`src/sv/tmf_pkg.sv`:
```
`timescale 1ns / 1ps

package tmf_pkg;

  localparam int unsigned WINDOW_DEF = 16;
  localparam int unsigned SAMPLE_W   = 16;
  localparam int unsigned TRIM_W     = 8;
  localparam logic [TRIM_W-1:0] TRIM_MAX = 8'd128;

  localparam int unsigned APB_DATA_W = 32;
  localparam int unsigned PADDR_W    = 3;
  localparam logic REG_TRIM_IDX      = 1'b0;

  typedef logic signed [SAMPLE_W-1:0] sample_t;

  typedef enum logic [3:0] {
    ST_IDLE,
    ST_SETUP,
    ST_KEY,
    ST_KEY_WAIT,
    ST_SCAN,
    ST_LAST,
    ST_DIV_START,
    ST_DIV_WAIT,
    ST_DONE
  } tmf_state_e;

endpackage

```
`src/sv/tmf_sample_if.sv`:
```
`timescale 1ns / 1ps

interface tmf_sample_if;
  logic            valid;
  logic            ready;
  tmf_pkg::sample_t sample;

  modport source (output valid, output sample, input ready);
  modport sink (input valid, input sample, output ready);
endinterface

```
`src/sv/tmf_result_if.sv`:
```
`timescale 1ns / 1ps

interface tmf_result_if;
  logic             valid;
  logic             ready;
  tmf_pkg::sample_t smoothed;
  logic             passed_through;

  modport source (output valid, output smoothed, output passed_through, input ready);
  modport sink (input valid, input smoothed, input passed_through, output ready);
endinterface

```
`src/sv/tmf_ram.sv`:
```
`timescale 1ns / 1ps

module tmf_ram #(
  parameter int unsigned WIDTH = 16,
  parameter int unsigned DEPTH = 16
) (
  input  logic                     clk_i,
  input  logic                     we_i,
  input  logic [$clog2(DEPTH)-1:0] waddr_i,
  input  logic [WIDTH-1:0]         wdata_i,
  input  logic [$clog2(DEPTH)-1:0] raddr_i,
  output logic [WIDTH-1:0]         rdata_o
);

  logic [WIDTH-1:0] mem_q [DEPTH];

  always_ff @(posedge clk_i) begin
    if (we_i) begin
      mem_q[waddr_i] <= wdata_i;
    end
    rdata_o <= mem_q[raddr_i];
  end

endmodule

```
`src/sv/tmf_divider.sv`:
```
`timescale 1ns / 1ps

// Restoring divider of a signed dividend by a positive divisor, one quotient bit
// per cycle. The quotient is truncated toward zero.
module tmf_divider #(
  parameter int unsigned SUM_W = 21,
  parameter int unsigned DIV_W = 5
) (
  input  logic                    clk_i,
  input  logic                    rst_ni,
  input  logic                    start_i,
  input  logic signed [SUM_W-1:0] dividend_i,
  input  logic [DIV_W-1:0]        divisor_i,
  output logic                    done_o,
  output tmf_pkg::sample_t        quotient_o
);

  localparam int unsigned STEP_W = $clog2(SUM_W + 1);

  logic              busy_q, busy_d;
  logic              done_q, done_d;
  logic [STEP_W-1:0] step_q, step_d;
  logic [SUM_W-1:0]  quo_q, quo_d;
  logic [DIV_W-1:0]  rem_q, rem_d;
  logic [DIV_W-1:0]  div_q, div_d;
  logic              neg_q, neg_d;

  logic [DIV_W:0]    trial;
  logic [DIV_W:0]    diff;
  logic              fits;
  logic [SUM_W-1:0]  quo_signed;

  always_comb begin
    trial  = {rem_q, quo_q[SUM_W-1]};
    diff   = trial - {1'b0, div_q};
    fits   = trial >= {1'b0, div_q};
    busy_d = busy_q;
    done_d = 1'b0;
    step_d = step_q;
    quo_d  = quo_q;
    rem_d  = rem_q;
    div_d  = div_q;
    neg_d  = neg_q;
    if (start_i) begin
      busy_d = 1'b1;
      step_d = STEP_W'(SUM_W);
      quo_d  = dividend_i[SUM_W-1] ? SUM_W'(-dividend_i) : SUM_W'(dividend_i);
      rem_d  = '0;
      div_d  = divisor_i;
      neg_d  = dividend_i[SUM_W-1];
    end else if (busy_q) begin
      quo_d  = {quo_q[SUM_W-2:0], fits};
      rem_d  = fits ? diff[DIV_W-1:0] : trial[DIV_W-1:0];
      step_d = step_q - 1'b1;
      if (step_q == STEP_W'(1)) begin
        busy_d = 1'b0;
        done_d = 1'b1;
      end
    end
  end

  always_ff @(posedge clk_i or negedge rst_ni) begin
    if (!rst_ni) begin
      busy_q <= 1'b0;
      done_q <= 1'b0;
    end else begin
      busy_q <= busy_d;
      done_q <= done_d;
    end
  end

  always_ff @(posedge clk_i) begin
    step_q <= step_d;
    quo_q  <= quo_d;
    rem_q  <= rem_d;
    div_q  <= div_d;
    neg_q  <= neg_d;
  end

  assign quo_signed = neg_q ? (~quo_q + 1'b1) : quo_q;
  assign quotient_o = quo_signed[tmf_pkg::SAMPLE_W-1:0];
  assign done_o     = done_q;

endmodule

```
`src/sv/trimmed_mean_window_filter.sv`:
```
`timescale 1ns / 1ps

// Channel   Modport  Payload                          Transaction when
// in_i      sink     sample (16b signed)              in_i.valid && in_i.ready
// out_o     source   smoothed (16b), passed_through   out_o.valid && out_o.ready
// apb       slave    trim_fraction at byte address 0  psel && penable && pwrite
//
// Each stored sample is ranked against all others by one comparator that reads the
// window memory one entry per cycle; the serial divider then divides the sum. Reset
// clears the fill count, write pointer, trim register and output valid. A finished
// result waits in the output register while the next sample is accepted.
module trimmed_mean_window_filter #(
  parameter int unsigned WINDOW = tmf_pkg::WINDOW_DEF
) (
  input  logic                             clk_i,
  input  logic                             rst_ni,
  tmf_sample_if.sink                       in_i,
  tmf_result_if.source                     out_o,
  input  logic                             psel,
  input  logic                             penable,
  input  logic                             pwrite,
  input  logic [tmf_pkg::PADDR_W-1:0]      paddr,
  input  logic [tmf_pkg::APB_DATA_W-1:0]   pwdata,
  output logic [tmf_pkg::APB_DATA_W-1:0]   prdata,
  output logic                             pready
);

  localparam int unsigned CNT_W  = $clog2(WINDOW + 1);
  localparam int unsigned IDX_W  = $clog2(WINDOW);
  localparam int unsigned SUM_W  = tmf_pkg::SAMPLE_W + $clog2(WINDOW) + 1;
  localparam int unsigned PROD_W = tmf_pkg::TRIM_W + CNT_W;

  tmf_pkg::tmf_state_e state_q, state_d;

  logic [IDX_W-1:0]          wp_q;
  logic [CNT_W-1:0]          fill_q;
  logic [tmf_pkg::TRIM_W-1:0] trim_q;
  logic                      out_vld_q;
  tmf_pkg::sample_t          out_smooth_q;
  logic                      out_pass_q;

  tmf_pkg::sample_t          sample_q;
  tmf_pkg::sample_t          key_q;
  tmf_pkg::sample_t          res_q;
  logic                      res_pass_q;
  logic [IDX_W-1:0]          i_q;
  logic [IDX_W-1:0]          j_q;
  logic [IDX_W-1:0]          cmp_idx_q;
  logic                      cmp_vld_q;
  logic [CNT_W-1:0]          rank_q;
  logic [CNT_W-1:0]          lo_q;
  logic [CNT_W-1:0]          hi_q;
  logic signed [SUM_W-1:0]   acc_q;

  logic                      in_take;
  logic                      out_take;
  logic                      cfg_write;
  logic                      out_load;
  logic [IDX_W-1:0]          ram_raddr;
  tmf_pkg::sample_t          ram_rdata;
  logic                      div_start;
  logic                      div_done;
  tmf_pkg::sample_t          div_quot;

  logic [tmf_pkg::TRIM_W-1:0] trim_sat;
  logic [PROD_W-1:0]         prod;
  logic [CNT_W-1:0]          discard;
  logic [CNT_W-1:0]          hi_calc;
  logic                      too_few;
  logic                      inc;
  logic [CNT_W-1:0]          rank_fin;
  logic                      in_range;
  logic                      last_j;
  logic                      last_i;

  // Window storage.
  tmf_ram #(
    .WIDTH (tmf_pkg::SAMPLE_W),
    .DEPTH (WINDOW)
  ) u_ram (
    .clk_i   (clk_i),
    .we_i    (in_take),
    .waddr_i (wp_q),
    .wdata_i (in_i.sample),
    .raddr_i (ram_raddr),
    .rdata_o (ram_rdata)
  );

  tmf_divider #(
    .SUM_W (SUM_W),
    .DIV_W (CNT_W)
  ) u_div (
    .clk_i      (clk_i),
    .rst_ni     (rst_ni),
    .start_i    (div_start),
    .dividend_i (acc_q),
    .divisor_i  (hi_q - lo_q),
    .done_o     (div_done),
    .quotient_o (div_quot)
  );

  // Trim window bounds for the current fill count.
  always_comb begin
    trim_sat = (trim_q > tmf_pkg::TRIM_MAX) ? tmf_pkg::TRIM_MAX : trim_q;
    prod     = PROD_W'(trim_sat) * PROD_W'(fill_q);
    discard  = prod[PROD_W-1 -: CNT_W];
    hi_calc  = fill_q - CNT_W'(1) - discard;
    too_few  = (fill_q < CNT_W'(2)) ||
               (((CNT_W + 1)'(fill_q) - (CNT_W + 1)'(1)) <= {discard, 1'b0});
  end

  // Rank comparison: ties are ordered by window index.
  always_comb begin
    inc      = (ram_rdata < key_q) || ((ram_rdata == key_q) && (cmp_idx_q < i_q));
    rank_fin = rank_q + CNT_W'(inc);
    in_range = (rank_fin >= lo_q) && (rank_fin < hi_q);
    last_j   = CNT_W'(j_q) == fill_q - CNT_W'(1);
    last_i   = CNT_W'(i_q) == fill_q - CNT_W'(1);
  end

  always_comb begin
    state_d = state_q;
    case (state_q)
      tmf_pkg::ST_IDLE: begin
        if (in_i.valid) begin
          state_d = tmf_pkg::ST_SETUP;
        end
      end
      tmf_pkg::ST_SETUP: begin
        state_d = too_few ? tmf_pkg::ST_DONE : tmf_pkg::ST_KEY;
      end
      tmf_pkg::ST_KEY:      state_d = tmf_pkg::ST_KEY_WAIT;
      tmf_pkg::ST_KEY_WAIT: state_d = tmf_pkg::ST_SCAN;
      tmf_pkg::ST_SCAN: begin
        if (last_j) begin
          state_d = tmf_pkg::ST_LAST;
        end
      end
      tmf_pkg::ST_LAST: begin
        state_d = last_i ? tmf_pkg::ST_DIV_START : tmf_pkg::ST_KEY;
      end
      tmf_pkg::ST_DIV_START: state_d = tmf_pkg::ST_DIV_WAIT;
      tmf_pkg::ST_DIV_WAIT: begin
        if (div_done) begin
          state_d = tmf_pkg::ST_DONE;
        end
      end
      tmf_pkg::ST_DONE: begin
        if (!out_vld_q || out_o.ready) begin
          state_d = tmf_pkg::ST_IDLE;
        end
      end
      default: state_d = tmf_pkg::ST_IDLE;
    endcase
  end

  always_comb begin
    in_i.ready = 1'b0;
    ram_raddr  = j_q;
    div_start  = 1'b0;
    out_load   = 1'b0;
    case (state_q)
      tmf_pkg::ST_IDLE:      in_i.ready = 1'b1;
      tmf_pkg::ST_KEY:       ram_raddr  = i_q;
      tmf_pkg::ST_DIV_START: div_start  = 1'b1;
      tmf_pkg::ST_DONE:      out_load   = !out_vld_q || out_o.ready;
      default: begin
        ram_raddr = j_q;
      end
    endcase
  end

  assign in_take   = in_i.valid && in_i.ready;
  assign out_take  = out_o.valid && out_o.ready;
  assign cfg_write = psel && penable && pwrite && (paddr[2] == tmf_pkg::REG_TRIM_IDX);

  always_ff @(posedge clk_i or negedge rst_ni) begin
    if (!rst_ni) begin
      state_q   <= tmf_pkg::ST_IDLE;
      wp_q      <= '0;
      fill_q    <= '0;
      trim_q    <= '0;
      out_vld_q <= 1'b0;
    end else begin
      state_q <= state_d;
      if (in_take) begin
        wp_q   <= (wp_q == IDX_W'(WINDOW - 1)) ? '0 : wp_q + 1'b1;
        fill_q <= (fill_q == CNT_W'(WINDOW)) ? fill_q : fill_q + 1'b1;
      end
      if (cfg_write) begin
        trim_q <= pwdata[tmf_pkg::TRIM_W-1:0];
      end
      if (out_load) begin
        out_vld_q <= 1'b1;
      end else if (out_take) begin
        out_vld_q <= 1'b0;
      end
    end
  end

  always_ff @(posedge clk_i) begin
    if (in_take) begin
      sample_q <= in_i.sample;
    end
    case (state_q)
      tmf_pkg::ST_SETUP: begin
        lo_q       <= discard;
        hi_q       <= hi_calc;
        res_q      <= sample_q;
        res_pass_q <= 1'b1;
        i_q        <= '0;
        acc_q      <= '0;
        rank_q     <= '0;
      end
      tmf_pkg::ST_KEY_WAIT: begin
        key_q     <= ram_rdata;
        j_q       <= '0;
        cmp_vld_q <= 1'b0;
        rank_q    <= '0;
      end
      tmf_pkg::ST_SCAN: begin
        cmp_vld_q <= 1'b1;
        cmp_idx_q <= j_q;
        j_q       <= j_q + 1'b1;
        if (cmp_vld_q) begin
          rank_q <= rank_fin;
        end
      end
      tmf_pkg::ST_LAST: begin
        if (in_range) begin
          acc_q <= acc_q + SUM_W'(key_q);
        end
        i_q <= i_q + 1'b1;
      end
      tmf_pkg::ST_DIV_WAIT: begin
        if (div_done) begin
          res_q      <= div_quot;
          res_pass_q <= 1'b0;
        end
      end
      default: begin
        i_q <= i_q;
      end
    endcase
    if (out_load) begin
      out_smooth_q <= res_q;
      out_pass_q   <= res_pass_q;
    end
  end

  assign out_o.valid          = out_vld_q;
  assign out_o.smoothed       = out_smooth_q;
  assign out_o.passed_through = out_pass_q;

  assign pready = 1'b1;
  assign prdata = (paddr[2] == tmf_pkg::REG_TRIM_IDX) ?
                  tmf_pkg::APB_DATA_W'(trim_q) : '0;

  a_fill_after_take: assert property (@(posedge clk_i) disable iff (!rst_ni)
    in_take |=> fill_q != '0)
    else $error("fill count is zero after a sample transaction");

  a_div_only_waiting: assert property (@(posedge clk_i) disable iff (!rst_ni)
    div_done |-> state_q == tmf_pkg::ST_DIV_WAIT)
    else $error("divider finished outside of its wait state");

  a_rank_bound: assert property (@(posedge clk_i) disable iff (!rst_ni)
    state_q == tmf_pkg::ST_LAST |-> rank_fin < fill_q)
    else $error("sample rank exceeds fill count");

  a_out_from_done: assert property (@(posedge clk_i) disable iff (!rst_ni)
    $rose(out_vld_q) |-> $past(state_q) == tmf_pkg::ST_DONE)
    else $error("result presented without a finished computation");

endmodule

```
`src/flat_wrapper.sv`:
```
// flat-port wrapper written by rule: the top's interface ports become plain ports
module trimmed_mean_window_filter_flat 
#(
  parameter int unsigned WINDOW = tmf_pkg::WINDOW_DEF
)
  (clk_i, rst_ni, psel, penable, pwrite, paddr, pwdata, prdata, pready, in_i_valid, in_i_sample, in_i_ready, out_o_valid, out_o_smoothed, out_o_passed_through, out_o_ready);
  tmf_sample_if in_i_i ();
  tmf_result_if out_o_i ();
  input  logic clk_i;
  input  logic rst_ni;
  input  logic psel;
  input  logic penable;
  input  logic pwrite;
  input  logic [tmf_pkg::PADDR_W-1:0] paddr;
  input  logic [tmf_pkg::APB_DATA_W-1:0] pwdata;
  output logic [tmf_pkg::APB_DATA_W-1:0] prdata;
  output logic pready;
  input wire logic [$bits(in_i_i.valid)-1:0] in_i_valid;
  input wire logic [$bits(in_i_i.sample)-1:0] in_i_sample;
  output wire logic [$bits(in_i_i.ready)-1:0] in_i_ready;
  output wire logic [$bits(out_o_i.valid)-1:0] out_o_valid;
  output wire logic [$bits(out_o_i.smoothed)-1:0] out_o_smoothed;
  output wire logic [$bits(out_o_i.passed_through)-1:0] out_o_passed_through;
  input wire logic [$bits(out_o_i.ready)-1:0] out_o_ready;
  assign in_i_i.valid = in_i_valid;
  assign in_i_i.sample = in_i_sample;
  assign in_i_ready = in_i_i.ready;
  assign out_o_valid = out_o_i.valid;
  assign out_o_smoothed = out_o_i.smoothed;
  assign out_o_passed_through = out_o_i.passed_through;
  assign out_o_i.ready = out_o_ready;
  trimmed_mean_window_filter #(.WINDOW(WINDOW)) u_core (.clk_i(clk_i), .rst_ni(rst_ni), .in_i(in_i_i), .out_o(out_o_i), .psel(psel), .penable(penable), .pwrite(pwrite), .paddr(paddr), .pwdata(pwdata), .prdata(prdata), .pready(pready));
endmodule
```
`config.mk`:
```
export PLATFORM = sky130hd
export DESIGN_NAME = trimmed_mean_window_filter_flat
export DESIGN_NICKNAME = d
export VERILOG_FILES = /design/src/sv/tmf_pkg.sv /design/src/sv/tmf_sample_if.sv /design/src/sv/tmf_result_if.sv /design/src/sv/tmf_ram.sv /design/src/sv/tmf_divider.sv /design/src/sv/trimmed_mean_window_filter.sv /design/src/flat_wrapper.sv
export SDC_FILE = /design/constraint.sdc
export NUM_CORES = 1
export LEC_CHECK = 0
export ABC_AREA = 1
export BUFFER_PORTS_ARGS = -buffer_cell sky130_fd_sc_hd__buf_2
export CAP_MARGIN = 10
export CELL_PAD_IN_SITES_DETAIL_PLACEMENT = 1
export CELL_PAD_IN_SITES_GLOBAL_PLACEMENT = 1
export CORE_ASPECT_RATIO = 2
export CORE_MARGIN = 2
export CORE_UTILIZATION = 50
export CTS_CLUSTER_DIAMETER = 120
export DETAILED_ROUTE_END_ITERATION = 16
export HOLD_SLACK_MARGIN = 0.1
export PLACE_DENSITY_LB_ADDON = 0.05
export SKIP_CTS_REPAIR_TIMING = 1
export SLEW_MARGIN = 20
export SYNTH_ARGS = -nofsm -noshare
export SYNTH_HDL_FRONTEND = slang
export SYNTH_SLANG_ARGS = --single-unit
export TNS_END_PERCENT = 10
```
`constraint.sdc`:
```
create_clock -name clk_i -period 8.2 [get_ports clk_i]
set_clock_uncertainty 0.15 [all_clocks]
set_input_delay 0.41 -clock clk_i [delete_from_list [all_inputs] [get_ports clk_i]]
set_output_delay 0.41 -clock clk_i [all_outputs]
set_load 0.01 [all_outputs]
```
==> metrics.yaml <==
yosys:
  syn-mean-instance-area_um2: 11.2
  post-synth-top-count-cell: "edfxtp_1"
  synthXorXnorAreaFrac: 0.0287
  seq_area_frac_synth: 0.610
  yosys.area.top_type: "edfxtp_1"
  ys_top_cells_by_count: "edfxtp_1, nor2_1, nand2_1, o21ai_0, inv_1"
  ys_ff_latch: 448
  muxShareOfSynthArea: 0
  synthDominantCellAreaShare: 0.558
  synthAdderAreaFrac: 0.0769
  synth_area_mm2: 0.0214
  synth_compound_area_frac: 0.119
  synthSimpleGateAreaFrac: 0.111
  ys_async_sr_fraction: 0.0536
  synth_top_family_by_area: "compound AO/OA/AOI/OAI gates"
  synth_edf_count: 398
  netlist_instances: 1912
  synth_cell_types: 54
  synth_ff_type: "edfxtp_1"
  synth_area_leaders: "edfxtp_1, ha_1, nor2_1"
  yosysWarningCount: 0
floorplanning:
  die_h_um: 297
  core_region_area_mm2: 0.0424
  initial_core_util: 0.505
  die_area_mm2: 0.0446
  rows: 107
  die_w_um: 150
  io_pins: 110
cts:
  numCtsBuffers: 40
  clockBufferDepth: 3
  clk_latency_ns: 0.57
  clockRootBuffer: "clkbuf_16"
  htreeDepth: 2
  path_clk_slew_ns: 0.07
  cts_tree: "yes"
  cts_sinks: 448
sta:
  fmax_ghz: 0.175
  setup_violations: 0
  drv_slew: 0
  final-hold-violation-count: 0
  fin_crit_ns: 5.71
  max_slew_margin: 0.234
  tightestPinTransition_ns: 1.15
  holdWs_ns: 0.105
  rsz0062_at_grt: "no"
  fin_crit_sh: 0.696
  fin_tns_setup_ns: 0
  layout_setup_ws_ns: 2.49
grt:
  antenna_found_initial: 0
  grt_pass1_vias: 16000
  grt-ovfl-total: 0
  grt_pass1_wl_um: 87100
  grt_usage: 0.255
  grt_max_degree: 91
final_layout:
  final_nets: 2152
  diodes: 0
  fin_area_mm2: 0.0237
  syn_to_final_growth_pct: 10.4
  nFillCells: 4467
  drive_gt1_frac: 0.0907
  final_util: 0.557
worst_setup_path:
  critical_path_required_ns: 8.34
  crit_family: "adder cells"
  path_cells: "inv_1, a31oi_1, nor2_1, inv_1, nor2_1, fa_1, fa_1, inv_1, fa_1, inv_1, ha_1, nand2_1, o211ai_1, xor2_1, ha_1, inv_1, fa_1, a21oi_1, nand2_1, nand2_1, xor2_1, xor2_1"
  arrival_ns: 5.85
  crit_slowest_cell: "dfrtp_1"
  cpMostUsedCell: "inv_1"
  crit_buf_inv: 5
  cpPeakStageDelay_ns: 0.55
  worst_setup_path_end_kind: "flop"
  crit_path_start_kind: "flop"
  path_class: "flop to flop"
  path_max_fanout: 10
run_status:
  run_status: "finished clean"
detailed_routing:
  via_per_inst: 5.71
  drt-initial-drc-count: 623
  drc: 0
  wl_per_cell_um: 22.0
  antenna_left: 0
  wl_um: 56100
  dr.pass1.iters: 5
  vias: 14600
pwr:
  p_leak_nw: 9.07
  powerDensity_mw_per_mm2: 376
  peakVddDrop_uv: 242
place:
  dp_hpwl_um: 39700
  routabilityCongestion: 0.842
  pre_cts_slack_ns: 2.47
  place_area_mm2: 0.0222
  numPortBuffers: 58
min_path:
  hp-class: "primary input to flop"
flow_run:
  drv_cap: 0
## cells by family after synthesis
family | count (synthesis)
AOI/OAI and AO/OA | 435
adders and majority gates | 119
and+or+nand+nor | 579
xor gates and xnor gates | 68
buffers and inverters | 261
DFF | 448
other | 2
## routing by layer
| layer | global-route usage | vias up | share of wire |
|---|---|---|---|
| met3 | 0.0273 | 141 | 0.026 |
| li1 | - | 6859 | - |
| met5 | 0 | - | 0 |
| met1 | 0.263 | 7275 | 0.36 |
| met2 | 0.492 | 280 | 0.56 |
| met4 | 0.128 | 0 | 0.052 |
## worst reg2reg max path: stages (launching register included)
cell and delay [ns]:
dfrtp_1 0.55, inv_1 0.14, a31oi_1 0.25, nor2_1 0.10
inv_1 0.13, nor2_1 0.08, fa_1 0.51, fa_1 0.55
inv_1 0.05, fa_1 0.53, inv_1 0.05, ha_1 0.31
nand2_1 0.08, o211ai_1 0.33, xor2_1 0.37, ha_1 0.25
inv_1 0.06, fa_1 0.40, a21oi_1 0.18, nand2_1 0.07
nand2_1 0.08, xor2_1 0.17, xor2_1 0.08
## final timing paths
| path | end | cells past startpoint | start | slack, ns |
|---|---|---|---|---|
| min | u_core.u_ram.mem_q[6][7] | 1 | in_i_sample[7] | 0.11 |
| max in group asynchronous | u_core.u_div.busy_q | 2 | rst_ni | 7.19 |
| min reg2reg | u_core.out_o.smoothed[13] | 0 | u_core.res_q[13] | 0.27 |
| max reg2reg | u_core.hi_q[4] | 22 | u_core.trim_q[7] | 2.49 |
| min in group asynchronous | u_core.trim_q[0] | 2 | rst_ni | 0.27 |
| max | u_core.hi_q[4] | 22 | u_core.trim_q[7] | 2.49 |
## state kept, by name (all words and copies together) (netlist names), 4 cells and up
signal / cells
u_core.u_ram.mem_q: 256
u_core.acc_q: 21
u_core.u_div.quo_q: 21
u_core.key_q: 16
u_core.out_o.smoothed: 16
u_core.res_q: 16
u_core.sample_q: 16
u_core.u_ram.rdata_o: 16
u_core.trim_q: 8
u_core.fill_q: 5
u_core.hi_q: 5
u_core.lo_q: 5
u_core.rank_q: 5
u_core.u_div.div_q: 5
u_core.u_div.rem_q: 5
u_core.u_div.step_q: 5
u_core.cmp_idx_q: 4
u_core.i_q: 4
u_core.j_q: 4
u_core.state_q: 4
u_core.wp_q: 4
## cell usage in the layout (no fill, tap or decap), types with 27 or more instances in the layout
cell type and n:
xor2_1 43, edfxtp_1 398, o21ai_0 194, o211ai_1 27, o221ai_1 46, a21oi_1 85, clkbuf_16 40, ha_1 98
buf_2 58, nand2_1 204, inv_1 157, nor2_1 266, nand3_1 35
## through the flow
step	std cells	power, W
after floorplan	1935	0.00586
after global placement	2465	0.00684
after detailed placement	2465	0.00704
after CTS	2538	0.00897
after global routing	2551	0.00954
final	2551	0.00889
## area by class of cell
type,count,area [µm²],area share
repair buffers,91,571,0.0241
clock inverters,26,267,0.0113
flip-flops and latches,448,13100,0.553
clock buffers,47,1050,0.0443
well taps,545,682,0.0288
multi-input cells,1226,7380,0.312
inverters,168,632,0.0267
## power breakdown
| part | internal [W] | leakage [nW] | total (W) | switching (W) |
|---|---|---|---|---|
| Clock | 0.00105 | 0.638 | 0.00191 | 0.000852 |
| Sequential | 0.00304 | 4.14 | 0.00337 | 0.000326 |
| Combinational | 0.00118 | 4.30 | 0.00362 | 0.00243 |
No activity file was read; power rests on OpenSTA's default activity.
